File: src/rtl/csmp_pkg.sv
// Package: types and constants for the classic STUN message parser.
`default_nettype none
package csmp_pkg;
    localparam int unsigned HDR_BYTES = 20;
    localparam logic [16:0] OFFSET_LIMIT = 17'h1FFFF;
    localparam logic [15:0] TYPE_TOP_BITS = 16'hC000;
    localparam logic [31:0] NEW_STUN_COOKIE = 32'h2112a442;
    localparam logic [31:0] XMCP_COOKIE = 32'h7f5a9bc7;
    localparam logic [15:0] XOR_MAPPED_TYPE = 16'h8020;

    typedef enum logic [2:0] {
        VERDICT_OK       = 3'd0,
        VERDICT_SHORT    = 3'd1,
        VERDICT_NOT_CLS  = 3'd2,
        VERDICT_UNKNOWN  = 3'd3,
        VERDICT_LEN_MISM = 3'd4,
        VERDICT_BOGUS    = 3'd5
    } verdict_t;

    typedef struct packed {
        logic        last_of_run;
        logic [2:0]  verdict;
        logic [5:0]  present_mask;
        logic [7:0]  err_number;
        logic [2:0]  err_class;
        logic [31:0] word_value;
        logic [31:0] ipv4_clear;
        logic [15:0] port_clear;
        logic [7:0]  addr_family;
        logic [15:0] attr_len;
        logic [15:0] type_code;
        logic        record_kind;
    } record_t;

    function automatic logic type_known(input logic [15:0] t);
        case (t)
            16'h0001, 16'h0101, 16'h0111, 16'h0002, 16'h0102, 16'h0112,
            16'h0003, 16'h0103, 16'h0113, 16'h0004, 16'h0104, 16'h0114,
            16'h0115, 16'h0006, 16'h0106, 16'h0116: type_known = 1'b1;
            default: type_known = 1'b0;
        endcase
    endfunction

    function automatic logic [5:0] presence(input logic [15:0] t,
                                            input logic [15:0] len,
                                            input logic [7:0] fam);
        logic [5:0] m;
        m = '0;
        case (t)
            16'h0001, 16'h0002, 16'h0004, 16'h0005, 16'h000b, 16'h000e,
            16'h0011, 16'h0012, XOR_MAPPED_TYPE: begin
                m[0] = len >= 16'd2;
                m[1] = len >= 16'd4;
                m[2] = (len >= 16'd8) && (fam == 8'd1);
            end
            16'h0016: m[0] = len >= 16'd2;
            16'h0003, 16'h000d, 16'h000f, 16'h0010: m[3] = len >= 16'd4;
            16'h0009: begin
                m[4] = len >= 16'd3;
                m[5] = len >= 16'd4;
            end
            default: m = '0;
        endcase
        presence = m;
    endfunction
endpackage
`default_nettype wire

File: src/rtl/classic_stun_message_parser.sv
// Top level: classic STUN message parser, one message byte per item.
//  channel | dir | tdata                | tuser | tlast
//  s_      | in  | data_byte            | -     | end_of_message
//  m_      | out | record fields (below)| -     | last_of_run
// One byte accepted per cycle while no record waits; records appear the cycle after.
// Each byte gives up to two records (attribute record, then verdict) into a
// two-entry queue; s_tready is high while the queue is empty or its last
// record leaves in that cycle, so after a two-record byte the next byte waits for a pop.
// Synchronous active-low reset clears all parse state and the queue.
`default_nettype none
module classic_stun_message_parser (
    input  wire          aclk,
    input  wire          aresetn,
    input  wire          s_tvalid,
    output logic         s_tready,
    input  wire  [7:0]   s_tdata,   // data_byte
    input  wire          s_tlast,   // end_of_message
    output logic         m_tvalid,
    input  wire          m_tready,
    // record_kind, type_code, attr_len, addr_family, port_clear, ipv4_clear,
    // word_value, err_class, err_number, present_mask, verdict; pad to 144
    output logic [143:0] m_tdata,
    output logic         m_tlast    // last_of_run
);
    logic [16:0] byte_offset_reg;
    logic [15:0] hdr_type_reg, len_left_reg, decl_len_reg;
    logic [31:0] txn_word_reg;
    logic [15:0] attr_idx_reg, attr_type_reg, attr_len_reg;
    logic [31:0] cap_fields_reg, cap_word_reg;
    logic [2:0]  reject_reg;

    csmp_pkg::record_t q_reg [2];
    logic [1:0] q_count_reg;
    logic       q_rd_reg;

    logic accept, pop;
    assign s_tready = (q_count_reg == 2'd0) || (q_count_reg == 2'd1 && m_tready);
    assign accept = s_tvalid && s_tready;
    assign m_tvalid = q_count_reg != 2'd0;
    assign pop = m_tvalid && m_tready;

    // next-state
    logic [16:0] off_n;
    logic [15:0] mt_n, left_n, dl_n, idx_n, at_n, al_n;
    logic [31:0] tw_n, cf_n, cw_n;
    logic [2:0]  rj_n;
    csmp_pkg::record_t attr_rec, verd_rec;
    logic attr_emit;
    logic [7:0] b;
    logic [7:0] fam;
    logic [15:0] port;
    logic [31:0] ip;
    logic [5:0] m;
    logic bogus;
    logic [2:0] v;
    logic [1:0] k;
    logic [15:0] idx_inc;

    always_comb begin
        b = s_tdata;
        off_n = byte_offset_reg; mt_n = hdr_type_reg; left_n = len_left_reg;
        dl_n = decl_len_reg; tw_n = txn_word_reg; idx_n = attr_idx_reg;
        at_n = attr_type_reg; al_n = attr_len_reg; cf_n = cap_fields_reg;
        cw_n = cap_word_reg; rj_n = reject_reg;
        attr_emit = 1'b0; bogus = 1'b0;
        idx_inc = attr_idx_reg + 16'd1;
        k = attr_idx_reg[1:0];
        if (byte_offset_reg < 17'(csmp_pkg::HDR_BYTES)) begin
            if (byte_offset_reg < 17'd2) mt_n = {hdr_type_reg[7:0], b};
            else if (byte_offset_reg < 17'd4) dl_n = {decl_len_reg[7:0], b};
            else if (byte_offset_reg < 17'd8) tw_n = {txn_word_reg[23:0], b};
            if (byte_offset_reg == 17'(csmp_pkg::HDR_BYTES - 1)) begin
                if ((hdr_type_reg & csmp_pkg::TYPE_TOP_BITS) != 16'd0
                    || txn_word_reg == csmp_pkg::NEW_STUN_COOKIE
                    || txn_word_reg == csmp_pkg::XMCP_COOKIE)
                    rj_n = csmp_pkg::VERDICT_NOT_CLS;
                else if (!csmp_pkg::type_known(hdr_type_reg))
                    rj_n = csmp_pkg::VERDICT_UNKNOWN;
                left_n = decl_len_reg;
            end
        end else if (reject_reg == csmp_pkg::VERDICT_OK && len_left_reg != 16'd0) begin
            if (attr_idx_reg == 16'd0 && len_left_reg < 16'd4) begin
                rj_n = csmp_pkg::VERDICT_BOGUS;
            end else if (attr_idx_reg == 16'd3
                         && {attr_len_reg[15:8], b} >= len_left_reg) begin
                al_n = {attr_len_reg[15:8], b};
                attr_emit = 1'b1; bogus = 1'b1;
                rj_n = csmp_pkg::VERDICT_BOGUS;
                idx_n = '0;
            end else begin
                if (attr_idx_reg == 16'd0) begin
                    at_n = {b, 8'd0}; al_n = '0; cw_n = '0; cf_n = '0;
                end else if (attr_idx_reg == 16'd1) at_n = {attr_type_reg[15:8], b};
                else if (attr_idx_reg == 16'd2) al_n = {b, 8'd0};
                else if (attr_idx_reg == 16'd3) al_n = {attr_len_reg[15:8], b};
                else if (attr_idx_reg < 16'd8) begin
                    case (k)
                        2'd0: cw_n[31:24] = b;
                        2'd1: cw_n[23:16] = b;
                        2'd2: cw_n[15:8] = b;
                        default: cw_n[7:0] = b;
                    endcase
                end else if (attr_idx_reg < 16'd12) begin
                    case (k)
                        2'd0: cf_n[31:24] = b;
                        2'd1: cf_n[23:16] = b;
                        2'd2: cf_n[15:8] = b;
                        default: cf_n[7:0] = b;
                    endcase
                end
                left_n = len_left_reg - 16'd1;
                idx_n = idx_inc;
                if (attr_idx_reg >= 16'd3 && {1'b0, idx_inc} == 17'd4 + {1'b0, al_n}) begin
                    attr_emit = 1'b1; idx_n = '0;
                end
            end
        end
        if (byte_offset_reg < csmp_pkg::OFFSET_LIMIT) off_n = byte_offset_reg + 17'd1;

        fam = cw_n[23:16];
        port = cw_n[15:0];
        ip = cf_n;
        if (at_n == csmp_pkg::XOR_MAPPED_TYPE) begin
            port = port ^ txn_word_reg[31:16];
            ip = ip ^ txn_word_reg;
        end
        m = bogus ? 6'd0 : csmp_pkg::presence(at_n, al_n, fam);
        attr_rec = '0;
        attr_rec.type_code = at_n;
        attr_rec.attr_len = al_n;
        attr_rec.addr_family = m[0] ? fam : 8'd0;
        attr_rec.port_clear = m[1] ? port : 16'd0;
        attr_rec.ipv4_clear = m[2] ? ip : 32'd0;
        attr_rec.word_value = m[3] ? cw_n : 32'd0;
        attr_rec.err_class = m[4] ? cw_n[10:8] : 3'd0;
        attr_rec.err_number = m[5] ? cw_n[7:0] : 8'd0;
        attr_rec.present_mask = m;
        attr_rec.last_of_run = !s_tlast;

        if (off_n < 17'(csmp_pkg::HDR_BYTES)) v = csmp_pkg::VERDICT_SHORT;
        else if (rj_n == csmp_pkg::VERDICT_NOT_CLS || rj_n == csmp_pkg::VERDICT_UNKNOWN)
            v = rj_n;
        else if (off_n != 17'(csmp_pkg::HDR_BYTES) + {1'b0, dl_n})
            v = csmp_pkg::VERDICT_LEN_MISM;
        else v = rj_n;
        verd_rec = '0;
        verd_rec.record_kind = 1'b1;
        verd_rec.type_code = mt_n;
        verd_rec.verdict = v;
        verd_rec.last_of_run = 1'b1;
    end

    always_ff @(posedge aclk) begin
        if (!aresetn) begin
            byte_offset_reg <= '0; hdr_type_reg <= '0; len_left_reg <= '0;
            decl_len_reg <= '0; txn_word_reg <= '0; attr_idx_reg <= '0;
            attr_type_reg <= '0; attr_len_reg <= '0; cap_fields_reg <= '0;
            cap_word_reg <= '0; reject_reg <= '0;
            q_count_reg <= '0; q_rd_reg <= 1'b0;
        end else begin
            if (accept) begin
                if (s_tlast) begin
                    byte_offset_reg <= '0; hdr_type_reg <= '0; len_left_reg <= '0;
                    decl_len_reg <= '0; txn_word_reg <= '0; attr_idx_reg <= '0;
                    attr_type_reg <= '0; attr_len_reg <= '0; cap_fields_reg <= '0;
                    cap_word_reg <= '0; reject_reg <= '0;
                end else begin
                    byte_offset_reg <= off_n; hdr_type_reg <= mt_n;
                    len_left_reg <= left_n; decl_len_reg <= dl_n;
                    txn_word_reg <= tw_n; attr_idx_reg <= idx_n;
                    attr_type_reg <= at_n; attr_len_reg <= al_n;
                    cap_fields_reg <= cf_n; cap_word_reg <= cw_n; reject_reg <= rj_n;
                end
            end
            if (accept) begin
                q_rd_reg <= 1'b0;
                q_count_reg <= 2'(attr_emit) + 2'(s_tlast);
            end else if (pop) begin
                q_rd_reg <= !q_rd_reg;
                q_count_reg <= q_count_reg - 2'd1;
            end
        end
    end

    always_ff @(posedge aclk) begin
        if (accept) begin
            if (attr_emit) begin
                q_reg[0] <= attr_rec;
                q_reg[1] <= verd_rec;
            end else begin
                q_reg[0] <= verd_rec;
            end
        end
    end

    csmp_pkg::record_t head;
    assign head = q_reg[q_rd_reg];
    assign m_tdata = {{(144 - $bits(csmp_pkg::record_t) + 1){1'b0}},
                      head[$bits(csmp_pkg::record_t)-2:0]};
    assign m_tlast = head.last_of_run;

`ifndef SYNTHESIS
    a_count: assert property (@(posedge aclk) disable iff (!aresetn)
        q_count_reg != 2'd3) else $error("queue overflow");
    a_ready: assert property (@(posedge aclk) disable iff (!aresetn)
        s_tready |-> (q_count_reg == 2'd0 || pop)) else $error("ready with queue busy");
    a_last: assert property (@(posedge aclk) disable iff (!aresetn)
        (m_tvalid && q_count_reg == 2'd1) |-> m_tlast) else $error("run end missing");
`endif
endmodule
`default_nettype wire

File: config.mk
export PLATFORM = sky130hd
export DESIGN_NAME = classic_stun_message_parser
export DESIGN_NICKNAME = d
export VERILOG_FILES = /design/src/rtl/csmp_pkg.sv /design/src/rtl/classic_stun_message_parser.sv
export SDC_FILE = /design/constraint.sdc
export NUM_CORES = 1
export LEC_CHECK = 0
export ABC_AREA = 1
export BUFFER_PORTS_ARGS = -buffer_cell sky130_fd_sc_hd__buf_2
export CORE_MARGIN = 4
export CORE_UTILIZATION = 60
export DETAILED_ROUTE_END_ITERATION = 8
export PLACE_DENSITY = 0.8
export SYNTH_ARGS = -nofsm -noshare
export SYNTH_HDL_FRONTEND = slang
export SYNTH_SLANG_ARGS = --single-unit
File: constraint.sdc
create_clock -name aclk -period 4.57 [get_ports aclk]
set_input_delay 0.2285 -clock aclk [delete_from_list [all_inputs] [get_ports aclk]]
set_output_delay 0.2285 -clock aclk [all_outputs]
set_load 0.02 [all_outputs]
# --- Word level (Yosys, flattened, before mapping) ---
# Memories as Yosys holds them, arrays and structs flattened. A register that Yosys moved wholly into a read port is not among the register bits.
# Index checks and enable logic that the tools add are counted.
word_totals:
  reg_bits: 215
  word_cells: 250
  memories: 1
  out_inout_bits: 147
  in_bits: 13
  ramBits: 284
classes:
  n_mux: 123
  eq_ne: 52
  n_bitwise: 4
  addsub: 7
  n_lt_le_gt_ge: 15
  reduce_logical: 35
mem_list:
  columns: ["name", "depth", "word_bits", "read_ports", "rd_ports_with_merged_regs", "write_ports", "line", "rtl"]
  rows:
  - ["q_reg", 2, 142, 1, 1, 2, "classic_stun_message_parser.sv:32", "csmp_pkg::record_t q_reg [2];"]
ops:
  columns: ["cell", "n"]
  rows:
  - ["2-to-1 mux 32 bit", 29]
  - ["2-to-1 mux 16 bit", 39]
  - ["== test 16 x 9 -> 1 bit, second input constant", 11]
  - ["2-to-1 mux 142 bit", 1]
  - ["== test 16 x 2 -> 1 bit, second input constant", 6]
  - ["2-to-1 mux 8 bit", 12]
  - ["== test 16 x 4 -> 1 bit, second input constant", 5]
  - ["== test 16 x 3 -> 1 bit, second input constant", 4]
  - ["== test 16 x 5 -> 1 bit, second input constant", 4]
  - ["== test 16 x 1 -> 1 bit, second input constant", 3]
  - [">= comparator 16 x 2 -> 1 bit, second input constant", 3]
  - ["2-to-1 mux 3 bit", 12]
  - ["< comparator 17 x 5 -> 1 bit, second input constant", 2]
  - ["2-to-1 mux 17 bit", 2]
  - ["== test 32 x 30 -> 1 bit, second input constant", 1]
  - ["== test 32 x 31 -> 1 bit, second input constant", 1]
  - ["< comparator 16 x 4 -> 1 bit, second input constant", 2]
  - ["nonzero test 16 bit", 2]
  - ["bitwise XOR 32 bit", 1]
  - ["2-to-1 mux 1 bit", 23]
  - ["adder 17 x 1 -> 17 bit, second input constant", 1]
  - ["adder 3 x 16 -> 17 bit, first input constant", 1]
  - ["adder 5 x 16 -> 17 bit, first input constant", 1]
  - ["== test 16 x 17 -> 1 bit", 1]
  - ["other kinds (43)", 69]

# --- Longest topological paths before layout ---
depth:
  depth_word: 21
  depth_mapped: 28
  ltp_nobuf: 27

# --- Worst setup path after synthesis ---
# Ideal clock, no wire load.
synth_timing:
  path_kind: "reg-to-reg"
  start: "register attr_idx_reg[0]"
  end: "memory q_reg[1][10] (netlist bit) (enable)"
  stages_incl_launch_ff: 22
  synth_period_minus_slack_ps: 3723
  arrival_time_ps: 3345
  slack_ps: 847
  required_time_ps: 4193
  n_path_buf: 1
  setup_time_ps: 377
  cell_sequence: "dfxtp_1 -> ha_1 -> inv_1 -> nor2_2 -> nand2_2 -> nand3_4 -> nand2_4 -> nor2_2 -> ha_1 -> nand3_1 -> nor2_2 -> nand3_1 -> nand2_1 -> nand2_1 -> nand2_1 -> nand2_1 -> nor2_1 -> nand3_1 -> o21bai_4 -> nand3_2 -> buf_6 -> inv_1"
synth_lines:
  columns: ["item", "line", "rtl"]
  rows:
  - ["from (decl)", "classic_stun_message_parser.sv:28", "logic [15:0] attr_idx_reg, attr_type_reg, attr_len_reg;"]
  - ["from (signal assigned)", "classic_stun_message_parser.sv:170", "txn_word_reg <= tw_n; attr_idx_reg <= idx_n;"]
  - ["to (decl)", "classic_stun_message_parser.sv:32", null]

==> impl_metrics.csv <==
group,metric,value,unit
outcome,status,"complete, no violations",
routing,vias_per_cell,5.75,
clocking,clk_latency,0.54,ns
cells_and_area,final_area,23800,um2
routing,final_antenna_net_count,0,
worst_setup_path,path_common_cell,"nand2_1",
power_and_ir_drop,p_per_area,337,nW/um2
power_and_ir_drop,total_power,8.04,mW
synth,ys_ff_latch,377,
worst_setup_path,crit_chain,"inv_1 -> ha_1 -> nand2_1 -> inv_1 -> o21bai_1 -> nand2_1 -> a21oi_1 -> nand3_1 -> nand2_1 -> nand2_1 -> buf_4 -> nand2_1 -> o21ai_0 -> inv_1 -> nand2_1 -> inv_1 -> nand3_2 -> nor2_1 -> xor2_1 -> inv_1 -> nand2_1 -> nand2_1",
flow_run,timing.max_cap.violations,0,
min_path,hp-start,"s_tdata[2]",
worst_setup_path,cp_slowest_cell,"nor2_1",
sta,fin_crit,4.27,ns
worst_setup_path,cp_max_fo,16,
worst_setup_path,cp.required,5.00,ns
worst_setup_path,path_class,"flip-flop to flip-flop",
global_route,grt_pass1_vias,19800,
worst_setup_path,setup.worst_path.end_class,"flip-flop",
clocking,cts_max_path_buffers,3,
worst_setup_path,max_stage_delay,0.45,ns
floorplan,pin_count,160,
synth,ys_warn_count,0,
synth,synth_edf_count,38,
global_route,antenna_found_initial,1,
min_path,hold_path_end,"txn_word_reg[2]",
worst_setup_path,reg2reg_depth,22,
sta,slew_viol_final,0,
worst_setup_path,r2r-start,"len_left_reg[13]",
sta,max_slew_margin,0.137,
synth,synth_area_leaders,"dfxtp_1 32%, nand2_1 15%, inv_1 9.5%",
power_and_ir_drop,ir_drop,271,uV
synth,syn-mean-instance-area,6.64,um2
synth,synth_area,21100,um2
routing,drt_wl_total,66.6,mm
global_route,grt_pass1_wl,104,mm
synth,netlist_instances,3183,
global_route,grt_max_degree,99,
clocking,cts.sinks,377,
sta,hold_viol_final,0,
synth,synthFlopType,"dfxtp_1",
synth,async_flop_share,0,
power_and_ir_drop,p_leak,11.2,nW
worst_setup_path,cp_data_arrival_time,4.71,ns
floorplan,rows,68,
sta,worstMarginPinSlew,1.29,ns
clocking,clk_pin_slew,0.06,ns
sta,finalSetupTns,0,ns
routing,first_pass_iters,6,
clocking,postCtsHoldBufs,0,
global_route,grt_remaining_overflow,0,
clocking,h-tree-depth,2,
sta,setup-violations-final,0,
place,portBuffers,156,
cells_and_area,largest_reg_flops,161,
place,place_area,22300,um2
min_path,worstHoldPathCells,3,
cells_and_area,drive_above_1_share,0.104,
floorplan,coreArea,34600,um2
cells_and_area,num-fill-cells,3020,
floorplan,die_w,196,um
synth,synth_top_cell_by_area,"dfxtp_1",
floorplan,initial_core_util,0.610,
floorplan,die_h,196,um
sta,clock_skew,0.0127,ns
place,place_congestion,1.01,
sta,timing.final.crit_share,0.935,
cells_and_area,fin_nets,3332,
global_route,grt_use_total,0.330,
floorplan,dieArea,38300,um2
synth,ys_seq_area_frac,0.375,
routing,drc_errors,0,
worst_setup_path,r2r-end,"q_reg[0][74]",
clocking,cts_tree,"done",
routing,wire_per_inst,17.6,um
synth,yosys-top-cells-count,"817 x nand2_1, 534 x inv_1, 339 x dfxtp_1",
routing,vias,21700,
place,dp_hpwl,47.2,mm
cells_and_area,syn_to_final_growth,12.8,%
worst_setup_path,rrSetupSlack,0.30,ns
clocking,cts_buffers,40,
min_path,hold_class,"input pin to flip-flop",
sta,timing.fmax,0.234,GHz
synth,synth.distinct_cells,49,
clocking,clk_root_buffer_cell,"clkbuf_16",
worst_setup_path,crit_path_start_kind,"flip-flop",
routing,drt-initial-drc-count,2401,
synth,synth_most_common_cell,"nand2_1",
synth,synth_top_area_frac,0.321,
sta,rsz0062_at_grt,"no",
[worst max-delay path: cells and delay by family (launching register included)]
| kind | cells | cell delay (ns) |
|---|---|---|
| AOI/OAI and AO/OA | 3 | 0.49 |
| xor gates and xnor gates | 1 | 0.24 |
| adders and majority gates | 1 | 0.32 |
| buffers and inverters | 6 | 0.82 |
| DFF | 1 | 0.37 |
| and+or+nand+nor | 11 | 1.91 |
[power by group]
part | internal [mW] | total [mW] | leakage [nW] | switching [mW]
Combinational | 0.243 | 1.04 | 7.41 | 0.795
Sequential | 3.42 | 3.47 | 3.09 | 0.0542
Clock | 2.11 | 3.53 | 0.691 | 1.41
[worst max-delay path by stage]
stage | startpoint | to | slack (ns) | cells past startpoint
finish | len_left_reg[13] | q_reg[0][74] | 0.30 | 22
global route | len_left_reg[11] | q_reg[0][41] | 0.02 | 23
CTS | attr_idx_reg[1] | q_reg[0][84] | 0.23 | 24
detailed placement | attr_idx_reg[0] | q_reg[0][75] | 0.28 | 23
global placement | attr_idx_reg[0] | q_reg[0][62] | 0.41 | 23
floorplan | attr_idx_reg[0] | q_reg[1][10] | 0.85 | 21
[layout make-up]
class / count / area, um2 / area share
multi-input cells: 2109 / 10600 / 0.443
flip-flops and latches: 377 / 7930 / 0.333
clock inverters: 23 / 319 / 0.0134
well taps: 455 / 569 / 0.0239
inverters: 545 / 2050 / 0.0858
repair buffers: 218 / 1320 / 0.0552
clock buffers: 50 / 1100 / 0.0461
diodes: 1 / 2.50 / 0.000105
[repair_timing]
item                                    4_1_cts  5_1_grt
buffers inserted                              0        3
endpoints found under the setup margin        0       77
resized for setup                             0        3
[layer usage]
metal  global-route usage  vias to the layer above  wire, um
li1                     -                    10400         -
met1                0.457                     9968     27800
met2                0.527                     1136     29500
met3               0.0471                      192      6680
met4                0.121                        2      2590
met5                    0                        -        20
[per-stage QoR]
stage	utilization	setup WS, ns	std cells	hold WS [ns]
4_1_cts	0.686	0.226	3773	0.0497
2_1_floorplan	-	0.847	3185	0.426
5_1_grt	0.688	0.0164	3777	0.0742
3_3_place_gp	0.645	0.409	3700	0.437
6_report	0.688	0.298	3778	0.0668
3_5_place_dp	0.645	0.278	3700	0.442
[cell usage in the layout (no fill, tap or decap), drive strengths merged, types with 87 or more instances in the layout]
master / netlist / routed
a21oi: 110 / 110
buf: 39 / 218
dfxtp: 339 / 339
inv: 541 / 543
nand2: 822 / 822
nand3: 217 / 217
nor2: 330 / 331
o21ai: 133 / 133
o22ai: 152 / 152
xor2: 87 / 87
[logic make-up after synthesis]
logic type	after synthesis	share of synthesized area
other cells	1	0.000178
fa+ha+maj	28	0.0166
buf+inv	700	0.129
flops	377	0.375
compound gates	472	0.133
xor+xnor	103	0.0434
simple gates	1502	0.303
(Power assumes the default switching activity.)
